==> src/sv/srlp_pkg.sv <==
// ----------------------------------------------------------------------------
// srlp_pkg
// Types, codes and constants shared by the sensor reply line parser modules.
// ----------------------------------------------------------------------------
package srlp_pkg;

  localparam int LINE_MAX_DEF    = 127;
  localparam int QUEUE_DEPTH_DEF = 4;

  localparam logic [15:0] TEMP_CAP  = 16'h8000;
  localparam logic [15:0] TEMP_PMAX = 16'h7fff;
  localparam logic [15:0] TICK_MAX  = 16'hffff;
  localparam logic [2:0]  LAST_FIELD = 3'd4;

  localparam logic [7:0] CHR_NUL   = 8'h00;
  localparam logic [7:0] CHR_TAB   = 8'h09;
  localparam logic [7:0] CHR_LF    = 8'h0a;
  localparam logic [7:0] CHR_VT    = 8'h0b;
  localparam logic [7:0] CHR_FF    = 8'h0c;
  localparam logic [7:0] CHR_CR    = 8'h0d;
  localparam logic [7:0] CHR_SPACE = 8'h20;
  localparam logic [7:0] CHR_PLUS  = 8'h2b;
  localparam logic [7:0] CHR_COMMA = 8'h2c;
  localparam logic [7:0] CHR_MINUS = 8'h2d;
  localparam logic [7:0] CHR_DOT   = 8'h2e;
  localparam logic [7:0] CHR_ZERO  = 8'h30;
  localparam logic [7:0] CHR_NINE  = 8'h39;

  localparam logic [1:0] REQ_START = 2'd0;
  localparam logic [1:0] REQ_BYTE  = 2'd1;
  localparam logic [1:0] REQ_TICK  = 2'd2;

  localparam logic CFG_ADDRESS = 1'b0;
  localparam logic CFG_TIMEOUT = 1'b1;

  typedef enum logic [1:0] {
    CMD_START = 2'd0,
    CMD_BYTE  = 2'd1,
    CMD_TICK  = 2'd2
  } cmd_kind_t;

  typedef enum logic [3:0] {
    CL_EOL,
    CL_ZERO,
    CL_COMMA,
    CL_DIGIT,
    CL_SPACE,
    CL_PLUS,
    CL_MINUS,
    CL_DOT,
    CL_OTHER
  } byte_class_t;

  typedef enum logic [2:0] {
    PH_ADDR  = 3'd0,
    PH_AFTER = 3'd1,
    PH_WS    = 3'd2,
    PH_INT   = 3'd3,
    PH_FRAC  = 3'd4,
    PH_SKIP  = 3'd5
  } phase_t;

  typedef enum logic [1:0] {
    ST_OK      = 2'd0,
    ST_TIMEOUT = 2'd1,
    ST_INVALID = 2'd2,
    ST_PARSE   = 2'd3
  } status_t;

  typedef struct packed {
    cmd_kind_t   kind;
    byte_class_t cls;
    logic [7:0]  data;
    logic [3:0]  digit;
  } cmd_t;

  localparam int CMD_W = $bits(cmd_t);

endpackage

==> src/sv/srlp_front.sv <==
// ----------------------------------------------------------------------------
// srlp_front
// Input side: takes words from the stream and classifies them into commands.
// ----------------------------------------------------------------------------
module srlp_front (
  input  logic          clk,
  input  logic          rst,
  input  logic          s_tvalid,
  output logic          s_tready,
  input  logic [7:0]    s_tdata,   // rx_byte
  input  logic [1:0]    s_tuser,   // req_type
  input  logic          q_full,
  output logic          q_push,
  output srlp_pkg::cmd_t q_data
);
  import srlp_pkg::*;

  logic        known;
  cmd_kind_t   kind;
  byte_class_t cls;
  logic        busy;

  always_comb begin
    known = 1'b1;
    kind  = CMD_TICK;
    unique case (s_tuser)
      REQ_START: kind = CMD_START;
      REQ_BYTE:  kind = CMD_BYTE;
      REQ_TICK:  kind = CMD_TICK;
      default:   known = 1'b0;
    endcase
  end

  always_comb begin
    if (s_tdata == CHR_CR || s_tdata == CHR_LF) begin
      cls = CL_EOL;
    end else if (s_tdata == CHR_NUL) begin
      cls = CL_ZERO;
    end else if (s_tdata == CHR_COMMA) begin
      cls = CL_COMMA;
    end else if (s_tdata >= CHR_ZERO && s_tdata <= CHR_NINE) begin
      cls = CL_DIGIT;
    end else if (s_tdata == CHR_SPACE || s_tdata == CHR_TAB || s_tdata == CHR_VT ||
                 s_tdata == CHR_FF) begin
      cls = CL_SPACE;
    end else if (s_tdata == CHR_PLUS) begin
      cls = CL_PLUS;
    end else if (s_tdata == CHR_MINUS) begin
      cls = CL_MINUS;
    end else if (s_tdata == CHR_DOT) begin
      cls = CL_DOT;
    end else begin
      cls = CL_OTHER;
    end
  end

  // hold off the first word until reset has been released
  always_ff @(posedge clk) begin
    if (rst) begin
      busy <= 1'b1;
    end else begin
      busy <= 1'b0;
    end
  end

  assign s_tready      = !q_full && !busy;
  assign q_push        = s_tvalid && s_tready && known;
  assign q_data.kind   = kind;
  assign q_data.cls    = cls;
  assign q_data.data   = s_tdata;
  assign q_data.digit  = 4'(s_tdata - CHR_ZERO);

endmodule

==> src/sv/srlp_fifo.sv <==
// ----------------------------------------------------------------------------
// srlp_fifo
// Short command queue between the classifier and the parser core.
// ----------------------------------------------------------------------------
module srlp_fifo #(
  parameter int WIDTH = 8,
  parameter int DEPTH = 4
) (
  input  logic             clk,
  input  logic             rst,
  input  logic             push,
  input  logic [WIDTH-1:0] push_data,
  output logic             full,
  input  logic             pop,
  output logic [WIDTH-1:0] head,
  output logic             empty
);
  localparam int PTR_W = (DEPTH > 1) ? $clog2(DEPTH) : 1;
  localparam int CNT_W = $clog2(DEPTH + 1);

  logic [WIDTH-1:0] mem [DEPTH];
  logic [PTR_W-1:0] wr_ptr;
  logic [PTR_W-1:0] rd_ptr;
  logic [CNT_W-1:0] count;
  logic             do_push;
  logic             do_pop;

  assign full    = count == CNT_W'(DEPTH);
  assign empty   = count == '0;
  assign do_push = push && !full;
  assign do_pop  = pop && !empty;
  assign head    = mem[rd_ptr];

  always_ff @(posedge clk) begin
    if (do_push) begin
      mem[wr_ptr] <= push_data;
    end
  end

  always_ff @(posedge clk) begin
    if (rst) begin
      wr_ptr <= '0;
      rd_ptr <= '0;
      count  <= '0;
    end else begin
      if (do_push) begin
        wr_ptr <= (wr_ptr == PTR_W'(DEPTH - 1)) ? '0 : wr_ptr + 1'b1;
      end
      if (do_pop) begin
        rd_ptr <= (rd_ptr == PTR_W'(DEPTH - 1)) ? '0 : rd_ptr + 1'b1;
      end
      if (do_push && !do_pop) begin
        count <= count + 1'b1;
      end else if (do_pop && !do_push) begin
        count <= count - 1'b1;
      end
    end
  end

endmodule

==> src/sv/srlp_back.sv <==
// ----------------------------------------------------------------------------
// srlp_back
// Parser core: runs one queued command a cycle while no result waits; holds the result word.
// ----------------------------------------------------------------------------
module srlp_back #(
  parameter int LINE_MAX = srlp_pkg::LINE_MAX_DEF
) (
  input  logic           clk,
  input  logic           rst,
  input  srlp_pkg::cmd_t cmd,
  input  logic           q_empty,
  output logic           q_pop,
  input  logic [7:0]     sensor_address,
  input  logic [15:0]    reply_timeout,
  output logic           m_tvalid,
  input  logic           m_tready,
  output logic [79:0]    m_tdata,   // temperature_centi, vin_one .. vin_four
  output logic [1:0]     m_tuser    // status
);
  import srlp_pkg::*;

  localparam int CC_W = $clog2(LINE_MAX + 1);

  logic            window_open, window_open_next;
  logic [15:0]     elapsed_ticks, elapsed_ticks_next;
  logic [CC_W-1:0] char_count, char_count_next;
  logic [2:0]      field_number, field_number_next;
  phase_t          scan_phase, scan_phase_next;
  logic            minus_seen, minus_seen_next;
  logic [1:0]      decimals_taken, decimals_taken_next;
  logic [15:0]     temp_magnitude, temp_magnitude_next;
  logic [15:0]     value_acc [4];
  logic [15:0]     value_acc_next [4];
  logic            address_bad, address_bad_next;
  logic            text_ended, text_ended_next;

  logic            res_fire;
  status_t         res_status;
  logic            do_end;
  logic            do_parse;
  logic [15:0]     tick_inc;

  phase_t          ph;
  logic            mn;
  logic [1:0]      dc;
  logic            done;
  logic            go_int;
  logic            add_int;
  logic            add_frac;

  logic [1:0]      k;
  logic [18:0]     t_int_sum;
  logic [18:0]     t_frac_sum;
  logic [15:0]     t_capped_int;
  logic [15:0]     t_capped_frac;
  logic [15:0]     t_closed;
  logic [15:0]     t_cap;
  logic [19:0]     v_prod;
  logic [15:0]     v_last;

  assign q_pop = !q_empty && (!m_tvalid || m_tready);
  assign k     = 2'(field_number - 3'd1);

  always_comb begin
    t_int_sum  = {3'b0, temp_magnitude} * 19'd10 + {15'b0, cmd.digit} * 19'd100;
    if (decimals_taken == 2'd0) begin
      t_frac_sum = {3'b0, temp_magnitude} + {15'b0, cmd.digit} * 19'd10;
    end else if (decimals_taken == 2'd1) begin
      t_frac_sum = {3'b0, temp_magnitude} + {15'b0, cmd.digit};
    end else begin
      t_frac_sum = {3'b0, temp_magnitude};
    end
    t_capped_int  = (t_int_sum > {3'b0, TEMP_CAP}) ? TEMP_CAP : t_int_sum[15:0];
    t_capped_frac = (t_frac_sum > {3'b0, TEMP_CAP}) ? TEMP_CAP : t_frac_sum[15:0];
    t_cap = (temp_magnitude > TEMP_CAP) ? TEMP_CAP : temp_magnitude;
    if (minus_seen) begin
      t_closed = 16'(17'h10000 - {1'b0, t_cap});
    end else begin
      t_closed = (t_cap > TEMP_PMAX) ? TEMP_PMAX : t_cap;
    end
    v_prod = {4'b0, value_acc[k]} * 20'd10 + {16'b0, cmd.digit};
    v_last = minus_seen ? 16'(17'h10000 - {1'b0, value_acc[3]}) : value_acc[3];
  end

  always_comb begin
    window_open_next    = window_open;
    elapsed_ticks_next  = elapsed_ticks;
    char_count_next     = char_count;
    field_number_next   = field_number;
    scan_phase_next     = scan_phase;
    minus_seen_next     = minus_seen;
    decimals_taken_next = decimals_taken;
    temp_magnitude_next = temp_magnitude;
    value_acc_next      = value_acc;
    address_bad_next    = address_bad;
    text_ended_next     = text_ended;
    res_fire   = 1'b0;
    res_status = ST_OK;
    do_end     = 1'b0;
    do_parse   = 1'b0;
    tick_inc   = (elapsed_ticks < TICK_MAX) ? elapsed_ticks + 16'd1 : elapsed_ticks;
    ph       = scan_phase;
    mn       = minus_seen;
    dc       = decimals_taken;
    done     = 1'b0;
    go_int   = 1'b0;
    add_int  = 1'b0;
    add_frac = 1'b0;

    if (q_pop) begin
      unique case (cmd.kind)
        CMD_START: begin
          window_open_next    = 1'b1;
          elapsed_ticks_next  = '0;
          char_count_next     = '0;
          field_number_next   = '0;
          scan_phase_next     = PH_ADDR;
          minus_seen_next     = 1'b0;
          decimals_taken_next = '0;
          temp_magnitude_next = '0;
          value_acc_next      = '{default: '0};
          address_bad_next    = 1'b0;
          text_ended_next     = 1'b0;
          if (reply_timeout == '0) begin
            res_fire         = 1'b1;
            res_status       = ST_TIMEOUT;
            window_open_next = 1'b0;
          end
        end
        CMD_TICK: begin
          if (window_open) begin
            elapsed_ticks_next = tick_inc;
            do_end = tick_inc >= reply_timeout;
          end
        end
        CMD_BYTE: begin
          if (window_open) begin
            if (cmd.cls == CL_EOL) begin
              do_end = char_count != '0;
            end else if (char_count >= CC_W'(LINE_MAX)) begin
              res_fire         = 1'b1;
              res_status       = ST_INVALID;
              window_open_next = 1'b0;
            end else begin
              char_count_next = char_count + 1'b1;
              do_parse        = !text_ended;
            end
          end
        end
        default: ;
      endcase
    end

    if (do_parse) begin
      if (scan_phase == PH_ADDR) begin
        address_bad_next = cmd.data != sensor_address;
        scan_phase_next  = PH_AFTER;
        if (cmd.cls == CL_ZERO) begin
          text_ended_next = 1'b1;
        end
      end else if (cmd.cls == CL_ZERO) begin
        text_ended_next = 1'b1;
      end else begin
        if (scan_phase == PH_AFTER) begin
          ph = PH_WS;
          mn = 1'b0;
          dc = '0;
          done = cmd.cls == CL_COMMA;
        end
        if (!done && cmd.cls == CL_COMMA) begin
          done = 1'b1;
          if (field_number < LAST_FIELD) begin
            if (field_number == '0) begin
              temp_magnitude_next = t_closed;
            end else if (minus_seen) begin
              value_acc_next[k] = 16'(17'h10000 - {1'b0, value_acc[k]});
            end
            field_number_next = field_number + 3'd1;
            ph = PH_WS;
            mn = 1'b0;
            dc = '0;
          end else begin
            ph = PH_SKIP;
          end
        end
        if (!done) begin
          if (ph == PH_WS) begin
            if (cmd.cls == CL_PLUS || cmd.cls == CL_MINUS) begin
              mn = cmd.cls == CL_MINUS;
              ph = PH_INT;
            end else if (cmd.cls != CL_SPACE) begin
              go_int = 1'b1;
            end
          end else if (ph == PH_INT) begin
            go_int = 1'b1;
          end else if (ph == PH_FRAC) begin
            if (cmd.cls == CL_DIGIT) begin
              add_frac = 1'b1;
            end else begin
              ph = PH_SKIP;
            end
          end
          if (go_int) begin
            if (cmd.cls == CL_DIGIT) begin
              ph      = PH_INT;
              add_int = 1'b1;
            end else if (cmd.cls == CL_DOT && field_number == '0) begin
              ph = PH_FRAC;
            end else begin
              ph = PH_SKIP;
            end
          end
          if (add_int || add_frac) begin
            if (field_number == '0) begin
              if (add_int) begin
                temp_magnitude_next = t_capped_int;
              end else begin
                temp_magnitude_next = t_capped_frac;
                if (dc < 2'd2) begin
                  dc = dc + 2'd1;
                end
              end
            end else begin
              value_acc_next[k] = v_prod[15:0];
            end
          end
        end
        scan_phase_next     = ph;
        minus_seen_next     = mn;
        decimals_taken_next = dc;
      end
    end

    if (do_end) begin
      res_fire         = 1'b1;
      window_open_next = 1'b0;
      if (char_count == '0) begin
        res_status = ST_TIMEOUT;
      end else if (address_bad) begin
        res_status = ST_INVALID;
      end else if (field_number < LAST_FIELD) begin
        res_status = ST_PARSE;
      end else begin
        res_status = ST_OK;
      end
    end
  end

  always_ff @(posedge clk) begin
    if (rst) begin
      window_open    <= 1'b0;
      elapsed_ticks  <= '0;
      char_count     <= '0;
      field_number   <= '0;
      scan_phase     <= PH_ADDR;
      minus_seen     <= 1'b0;
      decimals_taken <= '0;
      temp_magnitude <= '0;
      value_acc      <= '{default: '0};
      address_bad    <= 1'b0;
      text_ended     <= 1'b0;
    end else begin
      window_open    <= window_open_next;
      elapsed_ticks  <= elapsed_ticks_next;
      char_count     <= char_count_next;
      field_number   <= field_number_next;
      scan_phase     <= scan_phase_next;
      minus_seen     <= minus_seen_next;
      decimals_taken <= decimals_taken_next;
      temp_magnitude <= temp_magnitude_next;
      value_acc      <= value_acc_next;
      address_bad    <= address_bad_next;
      text_ended     <= text_ended_next;
    end
  end

  // result word register
  always_ff @(posedge clk) begin
    if (rst) begin
      m_tvalid <= 1'b0;
    end else if (res_fire) begin
      m_tvalid <= 1'b1;
    end else if (m_tready) begin
      m_tvalid <= 1'b0;
    end
  end

  always_ff @(posedge clk) begin
    if (res_fire) begin
      m_tuser <= res_status;
      if (res_status == ST_OK) begin
        m_tdata <= {v_last, value_acc[2], value_acc[1], value_acc[0], temp_magnitude};
      end else begin
        m_tdata <= '0;
      end
    end
  end

endmodule

==> src/sv/sensor_reply_line_parser_unit.sv <==
// ----------------------------------------------------------------------------
// sensor_reply_line_parser_unit
// Parses a sensor's ASCII reply into status, temperature and four values.
// ----------------------------------------------------------------------------
// One input word is taken every clock cycle while the command queue has room.
// A classifier tags each word and writes it into a QUEUE_DEPTH deep queue; the
// parser core runs one queued word per cycle. The word that ends the reply is
// first written into the queue, and the core's result word is then registered
// in the output register. The core pauses only while a result word sits unread
// in the output register, and the queue absorbs input meanwhile.
// Configuration writes are always taken at once.
module sensor_reply_line_parser_unit #(
  parameter int LINE_MAX    = srlp_pkg::LINE_MAX_DEF,
  parameter int QUEUE_DEPTH = srlp_pkg::QUEUE_DEPTH_DEF
) (
  input  logic        clk,
  input  logic        rst,
  input  logic        s_tvalid,
  output logic        s_tready,
  input  logic [7:0]  s_tdata,    // rx_byte
  input  logic [1:0]  s_tuser,    // req_type
  output logic        m_tvalid,
  input  logic        m_tready,
  output logic [79:0] m_tdata,    // temperature_centi, vin_one, vin_two, vin_three, vin_four
  output logic [1:0]  m_tuser,    // status
  input  logic        cfg_valid,
  output logic        cfg_ready,
  input  logic        cfg_index,
  input  logic [15:0] cfg_data
);
  import srlp_pkg::*;

  logic [7:0]  sensor_address;
  logic [15:0] reply_timeout;
  logic        q_full;
  logic        q_push;
  logic        q_pop;
  logic        q_empty;
  cmd_t        q_in;
  cmd_t        q_head;
  logic [CMD_W-1:0] q_head_bits;

  assign cfg_ready = 1'b1;

  always_ff @(posedge clk) begin
    if (rst) begin
      sensor_address <= 8'd65;
      reply_timeout  <= 16'd1000;
    end else if (cfg_valid && cfg_ready) begin
      unique case (cfg_index)
        CFG_ADDRESS: sensor_address <= cfg_data[7:0];
        CFG_TIMEOUT: reply_timeout  <= cfg_data;
        default: ;
      endcase
    end
  end

  srlp_front u_front (
    .clk      (clk),
    .rst      (rst),
    .s_tvalid (s_tvalid),
    .s_tready (s_tready),
    .s_tdata  (s_tdata),
    .s_tuser  (s_tuser),
    .q_full   (q_full),
    .q_push   (q_push),
    .q_data   (q_in)
  );

  srlp_fifo #(
    .WIDTH (CMD_W),
    .DEPTH (QUEUE_DEPTH)
  ) u_fifo (
    .clk       (clk),
    .rst       (rst),
    .push      (q_push),
    .push_data (q_in),
    .full      (q_full),
    .pop       (q_pop),
    .head      (q_head_bits),
    .empty     (q_empty)
  );

  assign q_head = cmd_t'(q_head_bits);

  srlp_back #(
    .LINE_MAX (LINE_MAX)
  ) u_back (
    .clk            (clk),
    .rst            (rst),
    .cmd            (q_head),
    .q_empty        (q_empty),
    .q_pop          (q_pop),
    .sensor_address (sensor_address),
    .reply_timeout  (reply_timeout),
    .m_tvalid       (m_tvalid),
    .m_tready       (m_tready),
    .m_tdata        (m_tdata),
    .m_tuser        (m_tuser)
  );

endmodule
==> config.mk <==
export PLATFORM = sky130hd
export DESIGN_NAME = sensor_reply_line_parser_unit
export DESIGN_NICKNAME = d
export VERILOG_FILES = /design/src/sv/srlp_pkg.sv /design/src/sv/srlp_front.sv /design/src/sv/srlp_fifo.sv /design/src/sv/srlp_back.sv /design/src/sv/sensor_reply_line_parser_unit.sv
export SDC_FILE = /design/constraint.sdc
export NUM_CORES = 1
export LEC_CHECK = 0
export ABC_AREA = 1
export ABC_CLOCK_PERIOD_IN_PS = 12060
export BUFFER_PORTS_ARGS = -buffer_cell sky130_fd_sc_hd__buf_2
export CORE_UTILIZATION = 45
export CTS_CLUSTER_DIAMETER = 80
export DETAILED_ROUTE_END_ITERATION = 10
export HOLD_SLACK_MARGIN = 0.03
export PLACE_DENSITY = 0.71
export SYNTH_ARGS = -nofsm -noshare
export SYNTH_HDL_FRONTEND = slang
export SYNTH_SLANG_ARGS = --single-unit
==> constraint.sdc <==
create_clock -name clk -period 12.06 [get_ports clk]
set_clock_uncertainty 0.05 [all_clocks]
set_input_delay 1.206 -clock clk [delete_from_list [all_inputs] [get_ports clk]]
set_output_delay 1.206 -clock clk [all_outputs]
set_load 0.03 [all_outputs]
# Word level (Yosys, flattened, before mapping)
# Memory sizes are Yosys's and may differ from the RTL's. A register that Yosys moved wholly into a read port is not among the register bits.
# Cells that the tools add are included.
[totals]
n_memories = 1
out_inout_bits = 85
ram_bits = 72
reg_bits = 230
inputBits = 32
[classes]
n_reduce_logical = 50
mux = 193
n_eq_ne = 34
bitwise = 2
add_sub_neg = 17
magnitude_cmp = 13
mul = 4
[mem_list]
columns = ["memory", "depth", "word_bits", "rd", "rd_clocked_by_memory_dff", "wr", "line_no", "text"]
rows = [
  ["u_fifo.mem", 4, 18, 1, 1, 1, "srlp_fifo.sv:21", "logic [WIDTH-1:0] mem [DEPTH];"],
]
[ops]
columns = ["op", "n"]
rows = [
  ["64-bit two-way mux", 15],
  ["16-bit two-way mux", 23],
  ["64-bit bitwise mux", 2],
  ["3-bit two-way mux", 28],
  ["1-bit two-way mux", 75],
  ["2-bit two-way mux", 28],
  ["1-bit by 16-bit subtractor with 16-bit output (first input constant)", 3],
  ["8-bit by 4-bit == test with 1-bit output (second input constant)", 5],
  ["8-bit by 6-bit == test with 1-bit output (second input constant)", 5],
  ["19-bit by 16-bit greater-than comparator with 1-bit output (second input constant)", 2],
  ["19-bit two-way mux", 2],
  ["16-bit binary-select mux with 2-bit select", 1],
  ["16-bit demux with 2-bit select", 1],
  ["4-bit two-way mux", 8],
  ["16-bit case mux with 2 select lines", 1],
  ["7-bit two-way mux", 3],
  ["19-bit by 11-bit adder with 19-bit output", 1],
  ["16-bit by 3-bit multiplier with 18-bit output (second input constant)", 1],
  ["16-bit by 4-bit adder with 17-bit output", 1],
  ["16-bit by 8-bit adder with 17-bit output", 1],
  ["16-bit by 1-bit adder with 16-bit output (second input constant)", 1],
  ["16-bit by 4-bit adder with 16-bit output", 1],
  ["16-bit greater-or-equal comparator", 1],
  ["16-bit by 15-bit greater-than comparator with 1-bit output (second input constant)", 1],
  ["other kinds (51)", 103],
]

# Depth between registers and ports, before layout
[logic_depth]
ltp_word = 32
depth_mapped = 31

# By module
# From an unflattened synthesis, not the netlist that was laid out.
[hier_totals]
hier_cells = 3075
hier_area_um2 = 21842.2
[modules_own_cells]
columns = ["mod", "cells_per_inst", "seq_area_each_um2", "area_per_inst_um2", "n_inst"]
rows = [
  ["srlp_back", 2632, 4784.6, 17311.6, 1],
  ["srlp_fifo", 245, 2342.2, 3214.3, 1],
  ["sensor_reply_line_parser_unit", 122, 480.5, 933.4, 1],
  ["srlp_front", 76, 20.0, 382.9, 1],
]

# Worst setup path after synthesis
# No wires, ideal clock.
[synth_path]
kind = "register to register"
start = "register (tool-made name)"
end = "register u_back.m_tdata[0], enable pin"
path_stages_with_launch = 10
period_less_slack_ps = 6192
required_ps = 11466
setup_ps = 544
setup_slack_ps = 5868
arrival_ps = 5599
cell_sequence = "dfxtp_1 > buf_6 > clkbuf_1 > nand2_1 > a32oi_1 > ha_1 > inv_1 > nor3_1 > inv_1 > o211ai_1"
[synth_lines]
columns = ["element", "line_no", "text"]
rows = [
  ["end signal, assigned", "srlp_back.sv:292", "m_tdata <= {v_last, value_acc[2], value_acc[1], value_acc[0], temp_magnitude};"],
  ["end, declared", "srlp_back.sv:17", "output logic [79:0] m_tdata,"],
]

==> flow_metrics.env <==
export IMPL_ys_flop_type="dfxtp_1"
export IMPL_post_cts_resized=0
export IMPL_drt_wl_total_um=60400
export IMPL_finalCriticalPeriod_ns=5.38
export IMPL_grt_max_degree=81
export IMPL_final_area_mm2=0.0225
export IMPL_nFillCells=4391
export IMPL_max_freq_ghz=0.186
export IMPL_comb_power_share=0.335
export IMPL_fin_nets=3126
export IMPL_ir_drop_v=0.000135
export IMPL_grt_pass1_vias=18400
export IMPL_grt_use_total=0.259
export IMPL_detail_route_first_pass_iterations=9
export IMPL_postSynth_asyncResetShare=0
export IMPL_cts_hold_buf=0
export IMPL_std_cell_rows=77
export IMPL_drt_initial_drc_count=1952
export IMPL_die_area_mm2=0.0461
export IMPL_hold_path_class="flop to flop"
export IMPL_power_leakage_nw=10.1
export IMPL_tightest_slew_ns=1.18
export IMPL_cap_violations=0
export IMPL_ys_ff_latch=288
export IMPL_clkPwrFrac=0.333
export IMPL_fin_cells=3579
export IMPL_fin_crit_sh=0.446
export IMPL_max_slew_margin=0.212
export IMPL_die_h_um=215
export IMPL_cts_max_level=2
export IMPL_cp_start_kind="flop"
export IMPL_drc=0
export IMPL_dpl_hpwl_um=43500
export IMPL_seq_area_mm2=0.00715
export IMPL_whs_ns=0.424
export IMPL_outcome="complete, no violations"
export IMPL_portBuffers=115
export IMPL_power_density_mw_per_mm2=145
export IMPL_synth_area_leaders="edfxtp_1 (20%), dfxtp_1 (15%), nand2_1 (12%), ha_1 (7.6%), nor2_1 (7.0%)"
export IMPL_cp_arrival_ns=5.80
export IMPL_grt_overflow=0
export IMPL_cts_tree="done"
export IMPL_crit_path_end_kind="flop"
export IMPL_clock_latency_ns=0.55
export IMPL_cts_root_buffer="clkbuf_16"
export IMPL_synth_area_mm2=0.0203
export IMPL_placedCellCount=3515
export IMPL_ioPinCount=117
export IMPL_multiInputGateArea_mm2=0.0113
export IMPL_p_seq_frac=0.332
export IMPL_cts_buffer_depth=3
export IMPL_syn_to_final_growth_pct=10.5
export IMPL_place_area_mm2=0.0213
export IMPL_wl_per_cell_um=16.9
export IMPL_gp_congestion=0.988
export IMPL_ys_types=64
export IMPL_clk_pin_slew_ns=0.06
export IMPL_detail_route_antenna_nets=0
export IMPL_setup_violations=0
export IMPL_syn_nets=3061
export IMPL_post_cts_setup_buffers=0
export IMPL_yosys_area_top_type="edfxtp_1"
export IMPL_power_internal_w=0.00203
export IMPL_grt_setup_unrepaired="false"
export IMPL_synth_edf_count=138
export IMPL_vias=19800
export IMPL_tns_ns=0
export IMPL_synth_top_area_share=0.204
export IMPL_die_w_um=215
export IMPL_synth_seq_area_share=0.351
export IMPL_yosys_warnings=0
export IMPL_cts_made_buffers=36
export IMPL_slew_violations=0
export IMPL_antenna_found_initial=0
export IMPL_via_per_inst=5.53
export IMPL_crit_fanout=30
export IMPL_switching_power_w=0.00123
export IMPL_core_area_mm2=0.0444
export IMPL_grt_pass1_wl_um=96800
export IMPL_drive_gt1_frac=0.0850
export IMPL_synthCells=2896
export IMPL_initial_core_util=0.458
export IMPL_syn_area_per_cell_um2=7.02
export IMPL_worstSetupPathType="flop to flop"
export IMPL_switching_share=0.376
export IMPL_critPathRequiredTime_ns=12.49
export IMPL_numClockSinks=288
export IMPL_diodes=0
export IMPL_finalHoldViolations=0
-- cell usage in the layout, fill, tap and decap left out, drive strengths merged, types with 8 or more instances in the layout --
cell / n
o21ai: 198
a21oi: 238
fa: 9
inv: 379
nand2: 652
nand3: 198
o211ai: 44
clkbuf: 48
nand4: 37
nor3: 50
o31ai: 8
xnor2: 13
a31oi: 18
nor2: 397
buf: 133
clkinv: 17
dfxtp: 150
ha: 124
xor2: 66
edfxtp: 138
-- critical path, stage by stage (launching register included) --
cell and delay (ns):
dfxtp_1 0.31, buf_4 0.29, inv_2 0.26, nand2_1 0.12
nand3_1 0.07, nand2_1 0.27, inv_1 0.25, ha_1 0.35
ha_1 0.23, fa_1 0.41, xor2_1 0.18, ha_1 0.36
nand2_1 0.10, inv_1 0.04, a21oi_1 0.23, nand2_1 0.08
nand2_1 0.07, nand2_1 0.05, nand2_1 0.15, xor2_1 0.25
nand3_1 0.13, o21ai_2 0.57, nand3_1 0.17, nand3_1 0.12
nand2_1 0.05, a21oi_1 0.11
-- metrics by stage --
stage                util  total power, W  setup WS [ns]
detailed placement  0.480         0.00217           6.76
global placement    0.480         0.00215           6.95
CTS                 0.506         0.00327           6.76
global route        0.506         0.00345           6.21
floorplan               -         0.00190           5.87
finish              0.506         0.00326           6.68
-- area by class of cell --
class                   count  share of cell area
inverters                 384              0.0643
multi-input cells        2118               0.501
repair buffers            133              0.0316
clock inverters            16             0.00618
well taps                 592              0.0330
clock buffers              48              0.0463
flip-flops and latches    288               0.318
-- kinds of logic after synthesis --
logic type / count (synthesis) / synth area share
and+or+nand+nor: 1357 / 0.284
AOI/OAI and AO/OA: 547 / 0.149
buffers and inverters: 490 / 0.0957
DFF: 288 / 0.351
adders and majority gates: 133 / 0.0851
xor gates and xnor gates: 79 / 0.0340
other: 1 / 0.000184
muxes: 1 / 0.000554
-- synthesized netlist by cell type, types with 13 or more instances --
cell and n:
o21ai_0 177, nand2_1 639, buf_2 28, a31oi_1 18, ha_1 124, inv_2 14, clkbuf_1 62, inv_1 361
xnor2_1 13, o211ai_1 44, nand3_1 194, o21ai_1 18, a21oi_1 235, edfxtp_1 138, nor3_1 48, nor2_1 381
xor2_1 66, nand4_1 36, dfxtp_1 150
-- final timing paths --
| kind | to | depth (start not counted) | startpoint | slack [ns] |
|---|---|---|---|---|
| hold reg to reg | u_back.char_count[6] | 2 | u_back.char_count[6] | 0.42 |
| setup / recovery | u_back.temp_magnitude[3] | 25 | flop | 6.68 |
| setup reg to reg | u_back.temp_magnitude[3] | 25 | flop | 6.68 |
| hold / removal | u_back.char_count[6] | 2 | u_back.char_count[6] | 0.42 |
-- power by group through the flow --
| stage | logic (W) | registers [W] | clock network, W |
|---|---|---|---|
| finish | 0.00109 | 0.00108 | 0.00109 |
| global route | 0.00122 | 0.00109 | 0.00114 |
| CTS | 0.00108 | 0.00108 | 0.00110 |
| detailed placement | 0.00107 | 0.00110 | 0 |
| global placement | 0.00105 | 0.00110 | 0 |
| floorplan | 0.000786 | 0.00112 | 0 |
-- flip-flops by register name, summed over array words and instances (netlist names), 7 cells and up, named ones only --
register and cells:
u_back.elapsed_ticks 16, u_back.value_acc 64, sensor_address 8, u_back.m_tdata 80
u_back.char_count 7, u_back.temp_magnitude 16, u_fifo.mem 56, reply_timeout 16
-- layer usage --
layer	vias up	wire, um	GRT usage
li1	9675	-	-
met1	9069	26700	0.358
met2	908	26600	0.410
met3	125	5600	0.0487
met4	0	1530	0.0771
met5	-	0	0
(Power assumes the default switching activity.)
